[src/sv/ilst_pkg.sv]
// ilst_pkg: types, codes and sizes shared by the indexed insert/delete list.
// No dependencies; imported by ilst_cell and indexed_insert_delete_list.
package ilst_pkg;

    // List capacity. The position field is exactly wide enough to index it.
    localparam int CAPACITY = 64;
    localparam int POS_W    = $clog2(CAPACITY);
    localparam int CNT_W    = $clog2(CAPACITY + 1);
    localparam int DATA_W   = 32;

    localparam logic [CNT_W-1:0] CNT_FULL = CNT_W'(CAPACITY);

    // Request kinds
    localparam logic [1:0] KIND_READ   = 2'd0;
    localparam logic [1:0] KIND_INSERT = 2'd1;
    localparam logic [1:0] KIND_APPEND = 2'd2;
    localparam logic [1:0] KIND_DELETE = 2'd3;

    // Response status codes
    localparam logic [1:0] ST_DONE  = 2'd0;
    localparam logic [1:0] ST_RANGE = 2'd1;
    localparam logic [1:0] ST_FULL  = 2'd2;

    typedef struct packed {
        logic [1:0]              kind;
        logic [POS_W-1:0]        position;
        logic signed [DATA_W-1:0] value;
    } req_t;

    typedef struct packed {
        logic signed [DATA_W-1:0] read_value;
        logic                     hit;
        logic [1:0]               status;
        logic [CNT_W-1:0]         length;
    } rsp_t;

    // Shift command broadcast to every cell
    typedef struct packed {
        logic              ins;
        logic              del;
        logic [POS_W-1:0]  pos;
        logic [DATA_W-1:0] value;
    } cell_ctrl_t;

endpackage

[src/sv/ilst_cell.sv]
// ilst_cell: one list slot; shifts up, shifts down, loads or holds each cycle.
// Depends on ilst_pkg for the command struct and widths.
module ilst_cell
    import ilst_pkg::*;
(
    input  logic              clk,
    input  logic [POS_W-1:0]  index,
    input  cell_ctrl_t        ctrl,
    input  logic [DATA_W-1:0] lower_data,
    input  logic [DATA_W-1:0] upper_data,
    output logic [DATA_W-1:0] data,
    output logic [DATA_W-1:0] sel_data
);

    logic [DATA_W-1:0] data_reg;
    logic [DATA_W-1:0] data_next;

    // Pick the next slot value from the broadcast command
    always_comb
    begin
        data_next = data_reg;
        if (ctrl.ins)
        begin
            if (index > ctrl.pos)
            begin
                data_next = lower_data;
            end
            else if (index == ctrl.pos)
            begin
                data_next = ctrl.value;
            end
        end
        else if (ctrl.del)
        begin
            if (index >= ctrl.pos)
            begin
                data_next = upper_data;
            end
        end
    end

    // Hold slot payload; no reset needed
    always_ff @(posedge clk)
    begin
        data_reg <= data_next;
    end

    assign data     = data_reg;
    // Drive the slot onto the read OR tree only when addressed
    assign sel_data = (index == ctrl.pos) ? data_reg : '0;

endmodule

[config.mk]
export PLATFORM = sky130hd
export DESIGN_NAME = ilst_cell
export DESIGN_NICKNAME = d
export VERILOG_FILES = /design/src/sv/ilst_pkg.sv /design/src/sv/ilst_cell.sv
export SDC_FILE = /design/constraint.sdc
export NUM_CORES = 1
export LEC_CHECK = 0
export BUFFER_PORTS_ARGS = -buffer_cell sky130_fd_sc_hd__buf_2
export CORE_MARGIN = 2
export CORE_UTILIZATION = 45
export CTS_CLUSTER_DIAMETER = 120
export CTS_CLUSTER_SIZE = 14
export DETAILED_ROUTE_END_ITERATION = 7
export GPL_TIMING_DRIVEN = 1
export PLACE_DENSITY_LB_ADDON = 0.1
export SLEW_MARGIN = 20
export SYNTH_ARGS = -nofsm -noshare
export SYNTH_HDL_FRONTEND = slang
export SYNTH_SLANG_ARGS = --single-unit
[constraint.sdc]
create_clock -name clk -period 4.28 [get_ports clk]
set_clock_uncertainty 0.2 [all_clocks]
set_input_delay 0.428 -clock clk [delete_from_list [all_inputs] [get_ports clk]]
set_output_delay 0.428 -clock clk [all_outputs]
set_load 0.01 [all_outputs]
==> summary.md <==
| Metric | Value |
|---|---|
| Die ar. | 6670 sq um |
| Max Freq | approximately 350 MHz |
| DRC | 0 |
| Largest net degree at the start of global routing | around 110 |
| CTS tree | done |
| Clock transition at path regs | about 0.070 ns |
| Sequential share of the synthesized area | between 30% and 40% |
| Post-Syn Nets | about 430 |
| Crit. End Element | output pin |
| Max reg flops | 32 |
| Top delay family on crit path | simple AND/OR/NAND/NOR gates |
| # IOs | about 180 |
| Layout area overhead | 34.6% |
| Number of DRC markers in iteration 0 | between 150 and 200 |
| Worst Path Required | ~3.7 ns |
| Final ANT Viol Nets | 0 |
| Vias after detailed routing | between 2,000 and 3,000 |
| Sink Count | 32 |
| RSZ-0062 raised after global routing | no |
| Post-CTS Setup Bufs | 0 |
| Path type of the worst setup path | input pin to output pin |
| Fillers | 535 |
| Synth Register Bits | 32 |
| Ys Warns | 0 |
| Sum Neg Setup Slack | 0 ns |
| Hold path cells | 3 |
| Synth cell types | 20 |
| Die Y | about 80 um |
| Hold Slack | between 0.3 and 0.4 ns |
| Global-route wire length before repair | 12,000 um |
| DR pass1 iterations | 5 |
| CP Max Fanout | 84 |
| Hold worst-path end | data[31] |
| Leakage | roughly 0.0017 uW |
| Share of post-route cells with drive strength above 1 | 41.5% |
| Endpoints failing hold | 0 |
| Reg area | about 960 sq um |
| Ant diodes | 0 |
| Post-Route WL | 7890 um |
| Maximum clock path buffer count | 2 |
| Core box area | a little under 6000 sq um |
| Final GP Congestion | between 0.7 and 0.8 |
| Nets | a little under 600 |
| Tmin final | about 2.9 ns |
| Peak VDD IR | between 100 and 150 uV |
| Post-Syn Instances | between 300 and 400 |
| Slowest-stage cell, CP | and3_4 |
| Hold buffer count at cts | 0 |
| FP Rows | 28 |
| TritonCTS Buffers | 5 |
| Crit path top cell by count | buf_2 |
| Final core utilization | 62.1% |
| Initial cell density of the core | 46.2% |
| Setup violators final | 0 |
| Worst-margin pin slew | around 0.96 ns |
| Vias/cell | about 5.5 |
| Worst setup SP type | input pin |
| Multi-input logic area | between 1500 and 2000 sq um |
| Tcrit/Tclk final | 66.8% |
| Rel. slew slack | between 30% and 40% |
| PortBufs | 174 |
| Mapped Area | 2720 sq um |
| Worst Path Arrival | 2.23 ns |
| Pwr Density | between 200 and 300 nW/um^2 |
| Final Max Slew Viols | 0 |
| CP cell instances | buf_2 > inv_1 > ha_1 > and4_4 > and3_4 > and2_1 > buf_2 |
| Clock root cell | clkbuf_8 |
| Status | complete, no violations |
| Worst path max stage delay | ~0.7 ns |
| CTS H-Tree Depth | 2 |
| Grt total ovfl | 0 |
| GR Util All Layers | a little under a quarter |
| Min-delay src | ctrl[31] |
| Antenna violations before repair | 0 |
| Post_cts resized | 0 |
| Avg Inst Size Synth | between 8 and 9 sq um |
| Vias in the first global route | between 2,000 and 3,000 |
| CP Buf/Inv Count | 3 |
| Routed wire per std cell | 14.5 um |
| Worst hold path type | input pin to flop |
| Die X | 81.7 um |
| Max-cap violations | 0 |
| Hpwl dp | between 5000 and 6000 um |
[per-layer routing]
metal  track usage, %  part of all wire [%]  vias to the layer above  routed length [um]
met5                0                     0                        -                   0
met4             6.83                   2.1                        0                 164
met3             4.73                   8.0                       15                 629
met2             40.2                    50                      125                3930
met1             28.7                    40                     1365                3170
li1                 -                     -                     1480                   -
[through the flow]
stage / instances / area [sq um] / total power, uW / setup WS (ns)
2_1_floorplan: 314 / 2720 / 607 / 1.37
3_3_place_gp: 535 / 3570 / 744 / 1.42
3_5_place_dp: 535 / 3570 / 750 / 1.35
4_1_cts: 543 / 3660 / 971 / 1.41
5_1_grt: 543 / 3660 / 1030 / 1.26
6_report: 543 / 3660 / 963 / 1.42
[power by group]
group	internal (uW)	switching, uW	leakage [uW]
clock	110	112	0.0000453
sequential	414	24.6	0.000299
combinational	136	166	0.00132
total	660	303	0.00167
[worst max-delay path by stage]
stage | slack [ns] | from | endpoint | depth (start not counted)
after floorplan | 1.37 | ctrl[37] | data[0] | 8
after global placement | 1.42 | ctrl[37] | data[16] | 7
after detailed placement | 1.35 | ctrl[37] | data[16] | 7
after CTS | 1.41 | ctrl[37] | sel_data[0] | 7
after global routing | 1.26 | ctrl[37] | sel_data[9] | 7
final | 1.42 | ctrl[37] | sel_data[26] | 7
[Yosys cell counts]
cell type | instances | area (sq um)
nand2_1 | 64 | 240
nor2b_1 | 33 | 206
a311o_1 | 32 | 320
a31oi_1 | 32 | 200
and2_1 | 32 | 200
edfxtp_1 | 32 | 961
o211ai_1 | 32 | 240
clkbuf_1 | 23 | 86.3
buf_2 | 7 | 35.0
ha_1 | 6 | 75.1
inv_1 | 6 | 22.5
buf_6 | 5 | 56.3
clkbuf_2 | 2 | 10.0
nand3_1 | 2 | 10.0
a21o_1 | 1 | 7.51
a21oi_1 | 1 | 5.00
and3_4 | 1 | 11.3
and4_4 | 1 | 11.3
o21ai_2 | 1 | 8.76
o22a_1 | 1 | 8.76
[kinds of logic (layout without fill, tap and decap cells)]
group | Yosys count | after routing | share of synthesized area, %
and+or+nand+nor | 133 | 133 | 25.0
AOI/OAI and AO/OA | 100 | 100 | 29.1
buffers and inverters | 43 | 197 | 7.74
DFF | 32 | 32 | 35.4
adders and majority gates | 6 | 6 | 2.76
[layout by cell type, fill, tap and decap left out]
cell and n:
buf_2 173, clkinv_1 1, nand2_1 64, inv_1 6, and4_4 1, o22a_1 1
a21oi_4 1, o211ai_1 32, clkinv_2 2, a21o_1 1, a311o_1 32, ha_1 6
nor2b_1 33, edfxtp_1 32, a31oi_1 32, clkbuf_8 5, o21ai_2 1, nand3_1 2
and2_1 32, and3_4 1, buf_4 10
[cell type report]
class | instances | share of cell area, %
clock buffers | 5 | 1.88
clock inverters | 3 | 0.376
inverters | 6 | 0.616
multi-input cells | 239 | 42.6
flip-flops and latches | 32 | 26.3
well taps | 75 | 2.57
repair buffers | 183 | 25.7
Power figures use the tool's default switching activity.
